<file path="src/tpbm_pkg.sv">
// tpbm_pkg: shared types and constants for the two-port bus merge
// no dependencies
package tpbm_pkg;

  localparam int unsigned CtlW      = 6;
  localparam int unsigned AddrW     = 32;
  localparam int unsigned DataW     = 32;
  localparam int unsigned MaskW     = 4;
  localparam int unsigned AdW       = AddrW + DataW;
  localparam int unsigned FlagsW    = 2;

  localparam int unsigned CtlValidBit = 0;
  localparam int unsigned CtlReadBit  = 1;
  localparam int unsigned CtlMaskLsb  = 2;

  localparam logic IdFetch = 1'b0;
  localparam logic IdLdst  = 1'b1;

  typedef struct packed {
    logic valid;
    logic sel;
    logic rd;
    logic push;
    logic cur_id;
  } arb_t;

  typedef struct packed {
    logic head_id;
    logic full;
    logic empty_seen;
  } idq_t;

endpackage

</file>
<file path="src/tpbm_ram.sv">
// tpbm_ram: generic single-write, single-read ram with registered read
// no dependencies
module tpbm_ram #(
  parameter int unsigned Width = 1,
  parameter int unsigned Depth = 4
) (
  input  logic                     clk_i,
  input  logic                     we_i,
  input  logic [$clog2(Depth)-1:0] waddr_i,
  input  logic [Width-1:0]         wdata_i,
  input  logic [$clog2(Depth)-1:0] raddr_i,
  output logic [Width-1:0]         rdata_o
);

  logic [Width-1:0] mem_q [Depth];
  logic [Width-1:0] rdata_q;

  always_ff @(posedge clk_i) begin
    if (we_i) begin
      mem_q[waddr_i] <= wdata_i;
    end
    rdata_q <= mem_q[raddr_i];
  end

  assign rdata_o = rdata_q;

endmodule

</file>
<file path="src/tpbm_arb.sv">
// tpbm_arb: two-way round-robin arbiter with last-winner register
// depends on tpbm_pkg
module tpbm_arb (
  input  logic                        clk_i,
  input  logic                        rst_ni,
  input  logic                        en_i,
  input  logic                        fetch_valid_i,
  input  logic                        ldst_valid_i,
  input  logic                        fetch_read_i,
  input  logic                        ldst_read_i,
  input  logic                        bus_cmd_ready_i,
  output tpbm_pkg::arb_t              arb_o
);
  import tpbm_pkg::*;

  logic last_q, last_d;
  logic sel;
  logic push;

  always_comb begin
    if (fetch_valid_i && !ldst_valid_i) begin
      sel = IdFetch;
    end else if (fetch_valid_i && ldst_valid_i) begin
      sel = ~last_q;
    end else if (!fetch_valid_i && !ldst_valid_i) begin
      sel = last_q;
    end else begin
      sel = IdLdst;
    end
  end

  assign push   = (fetch_valid_i | ldst_valid_i) & bus_cmd_ready_i;
  assign last_d = push ? sel : last_q;

  always_ff @(posedge clk_i or negedge rst_ni) begin
    if (!rst_ni) begin
      last_q <= IdFetch;
    end else if (en_i) begin
      last_q <= last_d;
    end
  end

  assign arb_o.valid  = fetch_valid_i | ldst_valid_i;
  assign arb_o.sel    = sel;
  assign arb_o.rd     = (sel == IdLdst) ? ldst_read_i : fetch_read_i;
  assign arb_o.push   = push;
  assign arb_o.cur_id = last_d;

endmodule

</file>
<file path="src/tpbm_idq.sv">
// tpbm_idq: response id ring, pointers in flops, ids in a ram
// depends on tpbm_pkg and tpbm_ram
module tpbm_idq #(
  parameter int unsigned Depth = 4
) (
  input  logic           clk_i,
  input  logic           rst_ni,
  input  logic           en_i,
  input  logic           push_i,
  input  logic           push_id_i,
  input  logic           pop_i,
  output tpbm_pkg::idq_t stat_o
);
  import tpbm_pkg::*;

  localparam int unsigned PtrW = $clog2(Depth);
  localparam logic [PtrW-1:0] PtrLast = PtrW'(Depth - 1);

  logic [PtrW-1:0] wptr_q, wptr_d, rptr_q, rptr_d;
  logic [PtrW-1:0] wnext, rnext;
  logic            empty_seen_q, empty_seen_d;
  logic            we;
  logic            ram_rdata;
  logic            fwd_q, fwd_data_q;

  assign wnext = (wptr_q == PtrLast) ? '0 : wptr_q + 1'b1;
  assign rnext = (rptr_q == PtrLast) ? '0 : rptr_q + 1'b1;

  assign we           = en_i & push_i;
  assign wptr_d       = we ? wnext : wptr_q;
  assign rptr_d       = (en_i & pop_i) ? rnext : rptr_q;
  assign empty_seen_d = (wptr_q == rptr_q) & pop_i & ~push_i;

  always_ff @(posedge clk_i or negedge rst_ni) begin
    if (!rst_ni) begin
      wptr_q       <= '0;
      rptr_q       <= '0;
      empty_seen_q <= 1'b0;
      fwd_q        <= 1'b0;
    end else begin
      wptr_q <= wptr_d;
      rptr_q <= rptr_d;
      fwd_q  <= we && (wptr_q == rptr_d);
      if (en_i) begin
        empty_seen_q <= empty_seen_d;
      end
    end
  end

  always_ff @(posedge clk_i) begin
    fwd_data_q <= push_id_i;
  end

  // ram reads at the next read pointer, so its registered output is already the head
  tpbm_ram #(
    .Width (1),
    .Depth (Depth)
  ) u_ram (
    .clk_i   (clk_i),
    .we_i    (we),
    .waddr_i (wptr_q),
    .wdata_i (push_id_i),
    .raddr_i (rptr_d),
    .rdata_o (ram_rdata)
  );

  assign stat_o.head_id    = fwd_q ? fwd_data_q : ram_rdata;
  assign stat_o.full       = (wnext == rptr_q);
  assign stat_o.empty_seen = empty_seen_q;

endmodule

</file>
<file path="src/two_port_bus_merge_rr_top.sv">
// two_port_bus_merge_rr_top: round-robin merge of fetch and load/store onto one bus
// output: each input transfer is captured directly into the output registers
// throughput: one item per cycle unless the output stalls; the id ring ram reads ahead at the next head
// reset: asynchronous active low; clears arbiter, pointers and output valid
// ring entries hold no reset and are defined once written
// depends on tpbm_pkg, tpbm_arb, tpbm_idq, tpbm_ram
module two_port_bus_merge_rr_top #(
  parameter int unsigned ID_FIFO_DEPTH = 4
) (
  input  logic                          clk_i,
  input  logic                          rst_ni,
  input  logic                          in_valid_i,
  output logic                          in_stall_o,
  input  logic [tpbm_pkg::CtlW-1:0]     fetch_cmd_ctl_i,
  input  logic [tpbm_pkg::AdW-1:0]      fetch_addr_data_i,
  input  logic [tpbm_pkg::CtlW-1:0]     ldst_cmd_ctl_i,
  input  logic [tpbm_pkg::AdW-1:0]      ldst_addr_data_i,
  input  logic                          bus_cmd_ready_i,
  input  logic                          bus_rsp_valid_i,
  input  logic                          bus_rsp_is_read_i,
  input  logic [tpbm_pkg::DataW-1:0]    bus_rsp_rdata_i,
  input  logic                          fetch_rsp_ready_i,
  input  logic                          ldst_rsp_ready_i,
  output logic                          out_valid_o,
  input  logic                          out_stall_i,
  output logic                          merged_valid_o,
  output logic                          merged_read_o,
  output logic [tpbm_pkg::AddrW-1:0]    merged_addr_o,
  output logic [tpbm_pkg::DataW-1:0]    merged_wdata_o,
  output logic [tpbm_pkg::MaskW-1:0]    merged_mask_o,
  output logic                          fetch_cmd_ready_o,
  output logic                          ldst_cmd_ready_o,
  output logic [tpbm_pkg::FlagsW-1:0]   fetch_rsp_flags_o,
  output logic [tpbm_pkg::FlagsW-1:0]   ldst_rsp_flags_o,
  output logic [tpbm_pkg::DataW-1:0]    rsp_rdata_o,
  output logic                          bus_rsp_ready_o,
  output logic                          id_fifo_full_o
);
  import tpbm_pkg::*;

  logic              in_xfer;
  arb_t              arb;
  idq_t              idq;
  logic [CtlW-1:0]   win_ctl;
  logic [AdW-1:0]    win_ad;
  logic              rid;
  logic              rsp_rdy;
  logic              pop;
  logic [FlagsW-1:0] rsp_flags;

  logic              out_valid_q;
  logic              merged_valid_q, merged_read_q;
  logic [AddrW-1:0]  merged_addr_q;
  logic [DataW-1:0]  merged_wdata_q;
  logic [MaskW-1:0]  merged_mask_q;
  logic              fetch_cmd_ready_q, ldst_cmd_ready_q;
  logic [FlagsW-1:0] fetch_rsp_flags_q, ldst_rsp_flags_q;
  logic [DataW-1:0]  rsp_rdata_q;
  logic              bus_rsp_ready_q, id_fifo_full_q;

  assign in_stall_o = out_valid_q & out_stall_i;
  assign in_xfer    = in_valid_i & ~in_stall_o;

  tpbm_arb u_arb (
    .clk_i           (clk_i),
    .rst_ni          (rst_ni),
    .en_i            (in_xfer),
    .fetch_valid_i   (fetch_cmd_ctl_i[CtlValidBit]),
    .ldst_valid_i    (ldst_cmd_ctl_i[CtlValidBit]),
    .fetch_read_i    (fetch_cmd_ctl_i[CtlReadBit]),
    .ldst_read_i     (ldst_cmd_ctl_i[CtlReadBit]),
    .bus_cmd_ready_i (bus_cmd_ready_i),
    .arb_o           (arb)
  );

  assign win_ctl = (arb.sel == IdLdst) ? ldst_cmd_ctl_i : fetch_cmd_ctl_i;
  assign win_ad  = (arb.sel == IdLdst) ? ldst_addr_data_i : fetch_addr_data_i;

  // write with ring marked empty routes by the current id
  assign rid       = (arb.valid & ~arb.rd & idq.empty_seen) ? arb.cur_id : idq.head_id;
  assign rsp_rdy   = (rid == IdLdst) ? ldst_rsp_ready_i : fetch_rsp_ready_i;
  assign pop       = bus_rsp_valid_i & rsp_rdy;
  assign rsp_flags = {bus_rsp_is_read_i, bus_rsp_valid_i};

  tpbm_idq #(
    .Depth (ID_FIFO_DEPTH)
  ) u_idq (
    .clk_i     (clk_i),
    .rst_ni    (rst_ni),
    .en_i      (in_xfer),
    .push_i    (arb.push),
    .push_id_i (arb.cur_id),
    .pop_i     (pop),
    .stat_o    (idq)
  );

  always_ff @(posedge clk_i or negedge rst_ni) begin
    if (!rst_ni) begin
      out_valid_q <= 1'b0;
    end else if (!in_stall_o) begin
      out_valid_q <= in_valid_i;
    end
  end

  always_ff @(posedge clk_i) begin
    if (in_xfer) begin
      merged_valid_q    <= arb.valid;
      merged_read_q     <= arb.rd;
      merged_addr_q     <= win_ad[AddrW-1:0];
      merged_wdata_q    <= win_ad[AdW-1:AddrW];
      merged_mask_q     <= win_ctl[CtlMaskLsb +: MaskW];
      fetch_cmd_ready_q <= (arb.sel == IdFetch) & bus_cmd_ready_i;
      ldst_cmd_ready_q  <= (arb.sel == IdLdst) & bus_cmd_ready_i;
      fetch_rsp_flags_q <= (rid == IdFetch) ? rsp_flags : '0;
      ldst_rsp_flags_q  <= (rid == IdLdst) ? rsp_flags : '0;
      rsp_rdata_q       <= bus_rsp_rdata_i;
      bus_rsp_ready_q   <= rsp_rdy;
      id_fifo_full_q    <= idq.full;
    end
  end

  assign out_valid_o       = out_valid_q;
  assign merged_valid_o    = merged_valid_q;
  assign merged_read_o     = merged_read_q;
  assign merged_addr_o     = merged_addr_q;
  assign merged_wdata_o    = merged_wdata_q;
  assign merged_mask_o     = merged_mask_q;
  assign fetch_cmd_ready_o = fetch_cmd_ready_q;
  assign ldst_cmd_ready_o  = ldst_cmd_ready_q;
  assign fetch_rsp_flags_o = fetch_rsp_flags_q;
  assign ldst_rsp_flags_o  = ldst_rsp_flags_q;
  assign rsp_rdata_o       = rsp_rdata_q;
  assign bus_rsp_ready_o   = bus_rsp_ready_q;
  assign id_fifo_full_o    = id_fifo_full_q;

  a_rsp_one_owner : assert property (@(posedge clk_i) disable iff (!rst_ni)
    out_valid_q |-> !(fetch_rsp_flags_q[0] && ldst_rsp_flags_q[0]))
    else $error("response routed to both requesters");

  a_cmd_one_winner : assert property (@(posedge clk_i) disable iff (!rst_ni)
    out_valid_q |-> !(fetch_cmd_ready_q && ldst_cmd_ready_q))
    else $error("both command readies high");

  a_xfer_gives_result : assert property (@(posedge clk_i) disable iff (!rst_ni)
    in_xfer |=> out_valid_q)
    else $error("accepted item produced no result");

  a_lone_valid_wins : assert property (@(posedge clk_i) disable iff (!rst_ni)
    (in_xfer && fetch_cmd_ctl_i[CtlValidBit] && !ldst_cmd_ctl_i[CtlValidBit])
      |-> (arb.sel == IdFetch))
    else $error("lone fetch request lost arbitration");

endmodule
</file>
<file path="config.mk">
export PLATFORM = sky130hd
export DESIGN_NAME = two_port_bus_merge_rr_top
export DESIGN_NICKNAME = d
export VERILOG_FILES = /design/src/tpbm_pkg.sv /design/src/tpbm_ram.sv /design/src/tpbm_arb.sv /design/src/tpbm_idq.sv /design/src/two_port_bus_merge_rr_top.sv
export SDC_FILE = /design/constraint.sdc
export NUM_CORES = 1
export LEC_CHECK = 0
export BUFFER_PORTS_ARGS = -buffer_cell sky130_fd_sc_hd__buf_2
export CAP_MARGIN = 5
export CORE_MARGIN = 1.5
export CORE_UTILIZATION = 39
export CTS_CLUSTER_DIAMETER = 200
export CTS_CLUSTER_SIZE = 30
export DETAILED_ROUTE_END_ITERATION = 10
export PLACE_DENSITY = 0.82
export SETUP_SLACK_MARGIN = 0.1
export SYNTH_ARGS = -nofsm -noshare
export SYNTH_HDL_FRONTEND = slang
export SYNTH_SLANG_ARGS = --single-unit
export TNS_END_PERCENT = 30
</file>
<file path="constraint.sdc">
create_clock -name clk_i -period 5 [get_ports clk_i]
set_input_delay 1 -clock clk_i [delete_from_list [all_inputs] [get_ports clk_i]]
set_output_delay 1 -clock clk_i [all_outputs]
set_load 0.05 [all_outputs]
</file>
* Word-level counts from Yosys, hierarchy flattened *
Memories as Yosys holds them, arrays and structs flattened. A register that Yosys moved wholly into a read port is not among the register bits.
Index checks and enable logic that the tools add are counted.

word-level totals
  memories = 1
  bits of input ports = 181
  bits in registers = 119
  word-level logic and storage cells = 66
  RAM bits = 4
  output and inout port bits = 112

memory list
  name               depth  bits a word  read ports  clocked after memory_dff  wr ports  RTL line        RTL
  u_idq.u_ram.mem_q  4      1            1           1                         1         tpbm_ram.sv:15  logic [Width-1:0] mem_q [Depth];

cells by class
  add/subtract/negate cells = 2
  bitwise gates (word level) = 18
  muxes and demuxes = 15
  reductions and logical operators = 6
  equal/unequal tests = 5

operators by type and width
  kind                                         count
  two-way mux 64 bit                           1
  AND 1 bit                                    12
  two-way mux 1 bit                            10
  equality test 2 bit                          3
  two-way mux 2 bit                            3
  two-way mux 6 bit                            1
  NOT 1 bit                                    5
  adder 2 x 1 -> 2 bit, second input constant  2
  equality test 2 bit, second input constant   2
  logical AND 1 bit                            4
  logical NOT 1 bit                            2
  bitwise OR 1 bit                             1

* Longest topological paths before layout *
Gate-level depths: netlist of run 1.

  word-level depth = 16
  mapped depth = 7
  mapped depth without buffers = 7

* Cells and area by module *
From an unflattened synthesis of run 1, not the netlist that was laid out.

second synthesis, totals
  cells, all modules = 261
  area total of the unflattened synthesis = 4944.7 um^2

by module, submodules not included
  module                     cells an instance  times used  sequential area each (um^2)  area each (um^2)
  two_port_bus_merge_rr_top  205                1           3328.2                       4266.6
  tpbm_idq                   33                 1           170.2                        374.1
  tpbm_ram                   10                 1           140.1                        193.9
  tpbm_arb                   13                 1           25.0                         110.1

* Least setup slack after synthesis of run 1 *
Ideal clock, no wire load.

  kind = input port to flip-flop
  start = input out_stall_i
  end = register u_idq.fwd_q
  path buffers = 0
  slack = -0.728 ns
  cell stages on the path = 7
  library setup time = 0.120 ns
  arrival = 5.609 ns
  required time = 4.880 ns
  path through = a21boi_2 > nand3_1 > nor4b_1 > nor3_2 > mux2_4 > xnor2_1 > and3_1

on the way
  cells in the longest elaborated chain, start to end = 7
  elaborated cells between the ends (all ways) = 8
  those cells by class = 1 x eq/ne; 1 x mux; 5 x bitwise; 1 x reduce/logical

ends and longest elaborated chain
  what                       RTL line                         RTL
  start, declared            two_port_bus_merge_rr_top.sv:25  input logic out_stall_i,
  AND 1 bit                  two_port_bus_merge_rr_top.sv:61  assign in_stall_o = out_valid_q & out_stall_i;
  NOT 1 bit                  two_port_bus_merge_rr_top.sv:62  assign in_xfer = in_valid_i & ~in_stall_o;
  AND 1 bit                  two_port_bus_merge_rr_top.sv:62
  AND 1 bit                  tpbm_idq.sv:31                   assign rptr_d = (en_i & pop_i) ? rnext : rptr_q;
  two-way mux 2 bit          tpbm_idq.sv:31
  named net u_idq.rptr_d[1]  tpbm_idq.sv:19                   logic [PtrW-1:0] wptr_q, wptr_d, rptr_q, rptr_d;
  equality test 2 bit        tpbm_idq.sv:43                   fwd_q <= we && (wptr_q == rptr_d);
  logical AND 1 bit          tpbm_idq.sv:43
  end signal, assigned       tpbm_idq.sv:43
  end, declared              tpbm_idq.sv:24                   logic fwd_q, fwd_data_q;

The timed path passes the listed nets, and every way through them passes these cells.
A chain may end at the register's enable or synchronous reset.

* Final worst setup path of run 1 *
  start = input in_valid_i
  end = register u_idq.fwd_q

on the way
  cells in the longest elaborated chain, start to end = 5
  elaborated cells between the ends (all ways) = 6
  those cells by class = 1 x eq/ne; 1 x mux; 3 x bitwise; 1 x reduce/logical

ends and longest elaborated chain
  what                       RTL line                         RTL
  start, declared            two_port_bus_merge_rr_top.sv:12  input logic in_valid_i,
  AND 1 bit                  two_port_bus_merge_rr_top.sv:62
  named net in_xfer          two_port_bus_merge_rr_top.sv:41  logic in_xfer;
  AND 1 bit                  tpbm_idq.sv:31
  two-way mux 2 bit          tpbm_idq.sv:31
  named net u_idq.rptr_d[1]  tpbm_idq.sv:19
  equality test 2 bit        tpbm_idq.sv:43
  logical AND 1 bit          tpbm_idq.sv:43

The timed path passes the listed nets, and every way through them passes these cells.

==> qor.yml, run 1 <==
post_layout_inst_area_sq_um: 7250
worst-slew-pin-transition_ns: 0.757
post-route-drc-count: 0
timing.fmax_mhz: 367
first_iter_violations: 169
final_critical_path_time_including_i_o_delays_and_setup_ns: 2.73
count_of_endpoints_failing_hold_in_the_final_timing_report: 0
critical-path-top-delay-family: "buffers and inverters"
timing.slew.headroom: 0.496
setup_violations: 0
drt_first_pass_iters: 4
p_per_area_nw_per_um2: 465
ys_top_cells_by_area: "sky130_fd_sc_hd__edfxtp_1 (69%), sky130_fd_sc_hd__mux2_2 (16%), sky130_fd_sc_hd__dfrtp_1 (4.0%)"
timing.reg2reg.worst_path_depth: 8
synth_area_leader_cell: "sky130_fd_sc_hd__edfxtp_1"
post_cts.resized_instances: 0
grt-ovfl-total: 0
r2r_start: "out_valid_o"
most_frequently_used_cell_type_in_the_post_synthesis_netlist: "sky130_fd_sc_hd__edfxtp_1"
antenna_left: 0
worstPathRequired_ns: 5.29
syn-num-nets: 460
crit-reg2reg-capture: "u_idq.fwd_q"
grt_max_degree: 60
diodes: 0
crit_path_largest_cell_delay_ns: 0.56
wirelength_um: 12400
grt_antenna_before_repair: 0
effective_utilization_at_floorplan: 0.397
dr_total_vias: 3505
vdd.ir_drop.worst_uv: 285
areaGrowthSynthToFinish_pct: 45.2
max-cap-violations: 0
hpwlAfterDp_um: 9360
synth-edff-count: 114
worstSetupStartpoint: "in_valid_i"
htree_levels: 4
die-area_sq_um: 13500
crit_path_cell_trace: "buf_2 -> a21boi_4 -> buf_4 -> nand4_1 -> a22oi_2 -> nor3_2 -> mux2_4 -> xnor2_1 -> and3_1"
mappedNetlistArea_sq_um: 4990
max_buffers_root_to_sink: 2
crit_buf_inv: 2
clock_tree_from_tritoncts: "done"
final_layout_size_suffix_gt1_frac: 0.676
postCtsSetupRepairBufs: 0
timing.setup.tns_ns: 0
layout.cells.non_filler: 767
synth-async-reset-ratio: 0.0645
timing_worst_setup_path_type: "input pin to register"
tritoncts.num_buffers: 17
clk_sinks: 124
gr-usage-met1: 0.190
post_synth_top_area_share: 0.686
ios: 293
design.final.nets: 768
netlist-cell-type-count: 35
synth_ff_type: "sky130_fd_sc_hd__edfxtp_1"
critical-path-slowest-cell: "sky130_fd_sc_hd__buf_4"
die-height_um: 116
drt-wirelength-per-cell_um: 16.1
synth.ff_latch_count: 124
final.fill_count: 994
core_area_sq_um: 12600
leakage_nw: 3.14
timing.critical_path.to_type: "register"
grt_use_total: 0.174
final_util: 0.577
clk_transition_reported_paths_ns: 0.05
root_buffer: "sky130_fd_sc_hd__clkbuf_16"
design_power_total_mw: 3.37
timing.final.max_slew_violations: 0
post_synth_inst_count: 274
grt_pass1_vias: 3489
yosys-top-cells-count: "sky130_fd_sc_hd__edfxtp_1 (114), sky130_fd_sc_hd__mux2_2 (71), sky130_fd_sc_hd__inv_1 (9)"
seq_area_frac_synth: 0.734
final.period_utilization: 0.545
min_path_type: "input pin to asynchronous set/reset pin"
critPathArrivalTime_ns: 3.02
hold_buffers: 0
placed_area_sq_um: 6690
busiest_layer: "met2"
critPathLaunchType: "input pin"
first_pass_grt_wire_length_um: 17300
yosysWarnings: 0
rsz0062_at_grt: "no"
grt.met2_usage: 0.296
finalWeightedCongestion: 0.833
crit_path_max_fanout: 54
core.rowCount: 41
fin_skew_ns: 0.0103
multi_input_comb_area_sq_um: 1280
grt_util_met3: 0.0711
floorplan.die.width_um: 116
outcome: "finished, final reports clean"
dp.cells: 735
insertion_delay_to_the_later_sink_of_the_worst_skew_pair_ns: 0.41
regToRegSetupSlack_ns: 2.57
sequential_cell_area_sq_um: 3660
viasPerCell: 4.57
port_buffers: 292
syn_area_per_cell_sq_um: 18.2
-- cell type report --
class / count / area share
sequential: 124 / 0.506
timing repair buffer: 296 / 0.206
multi-input combinational: 134 / 0.177
clock buffer: 19 / 0.0597
tap: 172 / 0.0297
clock inverter: 13 / 0.0173
inverter: 9 / 0.00466
-- cell families after synthesis --
family                     count (synthesis)  share of synthesized area
DFF                                      124                      0.734
AOI/OAI and AO/OA                         13                     0.0183
buffers and inverters                     16                     0.0120
and+or+nand+nor                           35                     0.0394
muxes                                     75                      0.173
adders and majority gates                  5                     0.0125
xor gates and xnor gates                   6                     0.0105
-- state kept, by name, indices dropped and copies added (netlist names) --
register	flops
rsp_rdata_o	32
merged_wdata_o	32
fetch_cmd_ready_o	1
merged_read_o	1
u_arb.last_q	1
u_idq.empty_seen_q	1
ldst_rsp_flags_o	2
merged_addr_o	32
u_idq.u_ram.rdata_o	1
ldst_cmd_ready_o	1
id_fifo_full_o	1
out_valid_o	1
u_idq.u_ram.mem_q	4
u_idq.rptr_q	2
u_idq.wptr_q	2
bus_rsp_ready_o	1
merged_mask_o	4
u_idq.fwd_data_q	1
fetch_rsp_flags_o	2
merged_valid_o	1
u_idq.fwd_q	1
-- layout by cell type (no fill, tap or decap), types with 2 or more instances in the layout --
cell,netlist,layout
sky130_fd_sc_hd__xnor2_1,4,4
sky130_fd_sc_hd__buf_2,0,292
sky130_fd_sc_hd__nand2b_1,2,2
sky130_fd_sc_hd__dfxtp_1,2,2
sky130_fd_sc_hd__nor2_1,7,7
sky130_fd_sc_hd__ha_1,5,5
sky130_fd_sc_hd__clkbuf_1,7,2
sky130_fd_sc_hd__nand2_1,6,6
sky130_fd_sc_hd__mux2_4,2,2
sky130_fd_sc_hd__mux2_2,71,71
sky130_fd_sc_hd__and2_1,8,8
sky130_fd_sc_hd__xor2_1,2,2
sky130_fd_sc_hd__clkinvlp_4,0,3
sky130_fd_sc_hd__clkbuf_16,0,17
sky130_fd_sc_hd__o21ai_0,3,3
sky130_fd_sc_hd__dfrtp_1,8,8
sky130_fd_sc_hd__clkinv_2,0,2
sky130_fd_sc_hd__or2_2,2,2
sky130_fd_sc_hd__edfxtp_1,114,114
sky130_fd_sc_hd__a21oi_1,2,2
sky130_fd_sc_hd__bufinv_16,0,2
sky130_fd_sc_hd__nand3_1,3,3
sky130_fd_sc_hd__inv_1,9,9
sky130_fd_sc_hd__clkinv_1,0,4
sky130_fd_sc_hd__buf_4,0,4
-- where the power goes --
part           total, mW  internal [mW]  switching, mW
combinational      0.863          0.321          0.542
sequential          1.35           1.29         0.0626
clock               1.15          0.725          0.426
total               3.37           2.34           1.03
-- worst max-delay path by stage --
stage                  endpoint  slack [ns]  depth (start not counted)
detailed placement  u_idq.fwd_q        1.83                          9
global placement    u_idq.fwd_q        1.94                          9
global route        u_idq.fwd_q        2.10                          9
finish              u_idq.fwd_q        2.27                          9
CTS                 u_idq.fwd_q        2.27                          9
floorplan           u_idq.fwd_q        0.60                          7
-- through the flow --
step                      hold WS, ns  worst slack (ns)
after CTS                       0.435              2.27
after global placement          0.543              1.94
after floorplan                 0.504             0.603
after global routing            0.445              2.10
after detailed placement        0.529              1.83
final                           0.444              2.27
-- layer usage --
metal	vias up	wire, um
li1	1665	-
met4	0	298
met1	1647	4730
met2	169	6300
met5	-	0
met3	24	1060
(Power assumes the default switching activity.)
==> run 2, diff against run 1 <==
--- a/config.mk
+++ b/config.mk
@@ -7,11 +7,11 @@
 export LEC_CHECK = 0
 export BUFFER_PORTS_ARGS = -buffer_cell sky130_fd_sc_hd__buf_2
 export CAP_MARGIN = 5
-export CORE_MARGIN = 1.5
-export CORE_UTILIZATION = 39
+export CORE_AREA = 2 2 113 115
 export CTS_CLUSTER_DIAMETER = 200
 export CTS_CLUSTER_SIZE = 30
 export DETAILED_ROUTE_END_ITERATION = 10
+export DIE_AREA = 0 0 115 117
 export PLACE_DENSITY = 0.82
 export SETUP_SLACK_MARGIN = 0.1
 export SYNTH_ARGS = -nofsm -noshare
==> constraint.sdc (replaced) <==
create_clock -name clk_i -period 2.79 [get_ports clk_i]
set_input_delay 0.558 -clock clk_i [delete_from_list [all_inputs] [get_ports clk_i]]
set_output_delay 0.558 -clock clk_i [all_outputs]
set_load 0.05 [all_outputs]
==> run 2 against run 1 <==
  * Die area is 0.17% lower
  * Clock skew is 0.0058 ns lower
  * Hold slack worse by 0.12 ns
  * Flip-flop and latch count stayed put
  * First-iteration DRC count is 37% higher
  * Wire length is 3.1% higher
  * Critical path type is now register to register
  * Largest power group unchanged
==> qor.yml, run 2 (synthesis results as in run 1) <==
regToRegSetupSlack_ns: 0.45  # -2.12 ns
final_cell_mix: "sky130_fd_sc_hd__buf_2 (292), sky130_fd_sc_hd__edfxtp_1 (114), sky130_fd_sc_hd__mux2_2 (71), sky130_fd_sc_hd__clkbuf_16 (17), sky130_fd_sc_hd__inv_1 (9)"
root_buffer: "sky130_fd_sc_hd__clkbuf_16"
tritoncts.num_buffers: 17  # unchanged
post-route-drc-count: 0  # unchanged
vdd.ir_drop.worst_uv: 414  # +45%
areaGrowthSynthToFinish_pct: 46.1
p_per_area_nw_per_um2: 850  # +83%
final.period_utilization: 0.840
insertion_delay_to_the_later_sink_of_the_worst_skew_pair_ns: 0.41  # about the same
crit_path_max_fanout: 6  # -89%
min_path_type: "input pin to register"
most_common_cell_after_layout_fill_and_taps_aside: "sky130_fd_sc_hd__buf_2"
worst_setup_path_endpoint: "u_idq.u_ram.rdata_o"
core.rowCount: 41  # unchanged
rsz0062_at_grt: "no"
count_of_endpoints_failing_hold_in_the_final_timing_report: 0  # unchanged
worstSetupStartpoint: "u_arb.last_q"
clk_transition_reported_paths_ns: 0.06  # about the same
ios: 293  # unchanged
grt_pass1_vias: 3464  # -0.72%
multi_input_comb_area_sq_um: 1290  # +0.68%
layout.cells.non_filler: 748  # -2.5%
final.fill_count: 956  # -3.8%
worstPathRequired_ns: 3.08  # -2.21 ns
setup_violations: 0  # unchanged
clk_sinks: 124  # unchanged
final_layout_size_suffix_gt1_frac: 0.688  # +0.0128
port_buffers: 292  # unchanged
final_util: 0.592  # +0.0156
grt_antenna_before_repair: 1  # +1
worst-slew-pin-transition_ns: 0.851  # +0.0947 ns
outcome: "finished, final reports clean"
finalWeightedCongestion: 0.849  # +1.9%
first_iter_violations: 231  # +37%
drt_first_pass_iters: 4  # unchanged
crit-reg2reg-capture: "u_idq.u_ram.rdata_o"
max_buffers_root_to_sink: 2  # unchanged
max-cap-violations: 0  # unchanged
first_pass_grt_wire_length_um: 17600  # +1.4%
final_hold_slack_ns: 0.320  # -0.124 ns
sequential_cell_area_sq_um: 3660  # about the same
timing.critical_path.to_type: "register"
viasPerCell: 4.72  # +3.2%
grt_use_total: 0.180  # +0.00550
htree_levels: 4  # unchanged
dp.cells: 714  # -2.9%
timing.fmax_mhz: 427
core_area_sq_um: 12300  # -2.0%
leakage_nw: 3.17  # +0.89%
r2r_start: "u_arb.last_q"
design.final.nets: 770  # +0.26%
post_cts.resized_instances: 0  # unchanged
antenna_left: 0  # unchanged
grt-ovfl-total: 0  # unchanged
grt_max_degree: 69  # +15%
die-area_sq_um: 13500  # -0.17%
critPathLaunchType: "register"
floorplan.die.width_um: 115  # -0.94%
timing_worst_setup_path_type: "register to register"
timing.final.max_slew_violations: 0  # unchanged
drt-wirelength-per-cell_um: 17.1  # +5.7%
timing.slew.headroom: 0.433  # -0.0631
dr_total_vias: 3528  # +0.66%
timing.reg2reg.worst_path_depth: 7  # -1
final_critical_path_time_including_i_o_delays_and_setup_ns: 2.34
effective_utilization_at_floorplan: 0.405  # +0.00827
die-height_um: 117  # +0.78%
fin_skew_ns: 0.00451  # -0.00582 ns
clock_tree_from_tritoncts: "done"
hpwlAfterDp_um: 9730  # +4.0%
critPathArrivalTime_ns: 2.63  # -0.39 ns
wirelength_um: 12800  # +3.1%
-- run 2: layer usage --
metal | vias up | wire, um | GRT usage
li1 | 1676 | - | -
met1 | 1653 | 4770 | 0.194
met2 | 169 | 6490 | 0.301
met3 | 30 | 1090 | 0.0685
met4 | 0 | 412 | 0.108
met5 | - | 0 | 0
-- run 2: worst min path at each step --
stage / cells after the start / end / start / slack [ns]
6_report: 1 / rsp_rdata_o[0] / bus_rsp_rdata_i[0] / 0.32
2_1_floorplan: 0 / out_valid_o / rst_ni / 0.26
3_3_place_gp: 1 / u_arb.last_q / rst_ni / 0.41
5_1_grt: 1 / rsp_rdata_o[17] / bus_rsp_rdata_i[17] / 0.30
4_1_cts: 1 / rsp_rdata_o[10] / bus_rsp_rdata_i[10] / 0.30
3_5_place_dp: 1 / u_arb.last_q / rst_ni / 0.42
-- run 2: what timing repair did --
| action | in CTS | in global routing |
|---|---|---|
| setup buffers | 0 | 0 |
| endpoints found under the setup margin | 0 | 0 |
| hold endpoints to repair | 8 | 0 |
| hold buffers | 1 | 0 |
-- run 2: report_power, final --
part | leakage [nW] | internal, mW | switching (mW)
clock | 0.283 | 1.40 | 0.807
sequential | 1.20 | 2.31 | 0.106
combinational | 1.69 | 0.582 | 0.988
-- run 2: critical path, cell delays in order, from the launching register on --
cell and delay, ns:
sky130_fd_sc_hd__dfrtp_1 0.44, sky130_fd_sc_hd__nand2b_1 0.18, sky130_fd_sc_hd__a32o_1 0.33, sky130_fd_sc_hd__nor4bb_1 0.18, sky130_fd_sc_hd__nor3_2 0.37, sky130_fd_sc_hd__mux2i_4 0.38, sky130_fd_sc_hd__mux2i_1 0.23, sky130_fd_sc_hd__a22oi_1 0.11
-- run 2: through the flow --
step	TNS (ns)	power [mW]	instance area, sq um	setup WS (ns)
3_5_place_dp	0	4.03	6680	0.277
6_report	0	6.19	7290	0.445
3_3_place_gp	0	3.97	6680	0.392
4_1_cts	0	6.25	7290	0.442
2_1_floorplan	-28.50	3.59	5010	-1.15
5_1_grt	0	6.45	7290	0.279
-- run 2: final cells by class --
cell class,instances,area share
Tap cell,150,0.0257
Antenna cell,1,0.000343
Clock inverter,15,0.0239
Timing Repair Buffer,298,0.207
Inverter,9,0.00463
Multi-Input combinational cell,134,0.177
Sequential cell,124,0.503
Clock buffer,17,0.0584
==> run 3, diff against run 2 <==
--- a/config.mk
+++ b/config.mk
@@ -7,11 +7,11 @@
 export LEC_CHECK = 0
 export BUFFER_PORTS_ARGS = -buffer_cell sky130_fd_sc_hd__buf_2
 export CAP_MARGIN = 5
-export CORE_AREA = 2 2 113 115
+export CORE_MARGIN = 1.5
+export CORE_UTILIZATION = 39
 export CTS_CLUSTER_DIAMETER = 200
 export CTS_CLUSTER_SIZE = 30
 export DETAILED_ROUTE_END_ITERATION = 10
-export DIE_AREA = 0 0 115 117
 export PLACE_DENSITY = 0.82
 export SETUP_SLACK_MARGIN = 0.1
 export SYNTH_ARGS = -nofsm -noshare
==> constraint.sdc (replaced) <==
create_clock -name clk_i -period 2 [get_ports clk_i]
set_input_delay 0.4 -clock clk_i [delete_from_list [all_inputs] [get_ports clk_i]]
set_output_delay 0.4 -clock clk_i [all_outputs]
set_load 0.05 [all_outputs]
==> run 3 against run 2 <==
  * The run now ends with setup timing left
  * Critical path depth unchanged
  * Non-clock buffer count increased by 15
  * Flip-flop and latch count unchanged
  * Clock skew decreased by 0.00070 ns
  * Setup slack lost 0.71 ns
  * Sequential power rose by 39%
  * Hold slack worse by 0.15 ns
  * Critical path type unchanged
  * Largest cell class unchanged
==> qor.yml, run 3 (synthesis results as in run 1) <==
max-cap-violations: 0  # unchanged
grt_max_degree: 73  # +5.8%
swShare: 0.296  # -0.0108
timing.reg2reg.worst_path_depth: 7  # unchanged
clkPwrFrac: 0.367  # +0.011
grt_pass1_vias: 3569  # +3.0%
hold-path-cell-count: 1  # unchanged
drt_first_pass_iters: 4  # unchanged
hold-path-endpoint: "rsp_rdata_o[31]"
final_critical_path_time_including_i_o_delays_and_setup_ns: 2.26  # -0.0835 ns
fin_skew_ns: 0.00381  # -0.000697 ns
floorplan.die.width_um: 116  # +0.95%
power.sequential.fraction: 0.374  # -0.016
timing_worst_setup_path_type: "register to register"
tritoncts.num_buffers: 17  # unchanged
clk_sinks: 124  # unchanged
first_pass_grt_wire_length_um: 17800  # +1.5%
timing.critical_path.mode_cell: "sky130_fd_sc_hd__mux2_4"
crit_path_max_fanout: 3  # -3
leakage_nw: 3.32  # +4.8%
root_buffer: "sky130_fd_sc_hd__clkbuf_16"
min_path_type: "input pin to register"
grt-ovfl-total: 0  # unchanged
wirelength_um: 12700  # about the same
final_cell_mix: "sky130_fd_sc_hd__buf_2 (292), sky130_fd_sc_hd__edfxtp_1 (114), sky130_fd_sc_hd__mux2_2 (71), sky130_fd_sc_hd__buf_4 (18), sky130_fd_sc_hd__clkbuf_16 (17)"
design.final.nets: 785  # +1.9%
final.fill_count: 974  # +1.9%
worstPathRequired_ns: 2.29  # -0.79 ns
grt_antenna_before_repair: 0  # -1
crit-reg2reg-capture: "u_idq.fwd_q"
port_buffers: 292  # unchanged
insertion_delay_to_the_later_sink_of_the_worst_skew_pair_ns: 0.40  # about the same
timing.final.max_slew_violations: 0  # unchanged
rsz0062_at_grt: "yes"
die-height_um: 116  # -0.77%
critPathArrivalTime_ns: 2.55  # -0.08 ns
regToRegSetupSlack_ns: -0.26  # -0.71 ns
most_common_cell_after_layout_fill_and_taps_aside: "sky130_fd_sc_hd__buf_2"
grt_use_total: 0.181  # +0.00121
p_per_area_nw_per_um2: 1200  # +41%
layout_setup_ws_ns: -0.261  # -0.707 ns
crit_buf_inv: 0  # unchanged
htree_levels: 4  # unchanged
outcome: "finished, violations left"
vdd.ir_drop.worst_uv: 961  # +130%
r2r_start: "u_idq.fwd_q"
timing.critical_path.to_type: "register"
worst-slew-pin-transition_ns: 0.675  # -0.176 ns
final_util: 0.600  # +0.00813
final_layout_size_suffix_gt1_frac: 0.708  # +0.0191
effective_utilization_at_floorplan: 0.397  # -0.00827
final.period_utilization: 1.13  # +0.290
max_buffers_root_to_sink: 2  # unchanged
timing.fmax_mhz: 442  # +3.7%
share_comb_of_total_power: 0.259  # +0.005
final_hold_slack_ns: 0.169  # -0.151 ns
viasPerCell: 4.58  # -2.9%
first_iter_violations: 177  # -23%
clock_tree_from_tritoncts: "done"
post-route-drc-count: 0  # unchanged
finalWeightedCongestion: 0.809  # -4.7%
core.rowCount: 41  # unchanged
core_area_sq_um: 12600  # +2.1%
timing.setup.tns_ns: -0.543  # -0.543 ns
violations: "setup timing"
internal-power_mw: 6.35  # +48%
worst_hold_startpoint: "bus_rsp_rdata_i[31]"
drt-wirelength-per-cell_um: 16.3  # -4.7%
setup_violations: 3  # +3
critical-path-slowest-cell: "sky130_fd_sc_hd__or4b_4"
netSwitchingPower_mw: 2.67  # +41%
clk_transition_reported_paths_ns: 0.06  # about the same
antenna_left: 0  # unchanged
areaGrowthSynthToFinish_pct: 51.2
hpwlAfterDp_um: 9390  # -3.5%
crit_path_cell_trace: "mux2_4 -> or4b_4 -> a22oi_2 -> nor3_4 -> mux2_4 -> xnor2_2 -> and3_1"
critical-path-top-delay-family: "simple AND/OR/NAND/NOR gates"
diodes: 0  # -1
dr_total_vias: 3590  # +1.8%
ios: 293  # unchanged
critPathLaunchType: "register"
crit_path_largest_cell_delay_ns: 0.48  # +0.04 ns
count_of_endpoints_failing_hold_in_the_final_timing_report: 0  # unchanged
die-area_sq_um: 13500  # +0.17%
timing.slew.headroom: 0.550  # +0.118
## run 3: layout make-up
| class | instances | area, sq um | share of cell area |
|---|---|---|---|
| clock buffer | 17 | 425 | 0.0564 |
| sequential | 124 | 3660 | 0.486 |
| inverter | 9 | 33.8 | 0.00448 |
| tap | 172 | 215 | 0.0285 |
| multi-input combinational | 134 | 1340 | 0.178 |
| timing repair buffer | 313 | 1640 | 0.218 |
| clock inverter | 15 | 220 | 0.0292 |
## run 3: how the worst max path moves through the flow
stage	startpoint	endpoint	depth (start not counted)	slack [ns]
after floorplan	out_valid_o	u_idq.fwd_q	7	-1.94
after global placement	ldst_cmd_ctl_i[0]	u_idq.u_ram.rdata_o	8	-0.19
after detailed placement	ldst_cmd_ctl_i[0]	u_idq.u_ram.rdata_o	8	-0.33
after CTS	u_idq.fwd_q	u_idq.fwd_q	7	-0.25
after global routing	u_idq.fwd_q	u_idq.fwd_q	7	-0.32
final	u_idq.fwd_q	u_idq.fwd_q	7	-0.26
## run 3: per-layer routing
layer / routed length (um) / global-route usage / up-vias / share of wire
met2: 6930 / 0.325 / 164 / 0.54
li1: - / - / 1702 / -
met5: 0 / 0 / - / 0
met3: 1030 / 0.0737 / 22 / 0.081
met4: 262 / 0.0780 / 0 / 0.021
met1: 4520 / 0.185 / 1702 / 0.35
## run 3: through the flow
stage	power (mW)	worst slack, ns	cell area (sq um)	std cells
final	9.02	-0.261	7540	784
after global routing	9.38	-0.318	7540	784
after detailed placement	5.67	-0.328	6810	748
after CTS	9.03	-0.254	7470	781
after global placement	5.59	-0.192	6810	748
after floorplan	5.01	-1.94	5010	274
## run 3: power by group through the flow
stage | sequential, mW | clock (mW) | combinational, mW
floorplan | 4.12 | 0 | 0.894
global placement | 3.40 | 0 | 2.19
detailed placement | 3.42 | 0 | 2.25
CTS | 3.37 | 3.38 | 2.28
global route | 3.40 | 3.48 | 2.49
finish | 3.37 | 3.31 | 2.34
## run 3: repair_timing
action                                  CTS  global route
endpoints found under the hold margin     8             0
setup buffers                             0             3
hold buffers                              1             0
pin swaps                                 1             5
endpoints found under the setup margin    8             8
gates resized for setup                   3             8
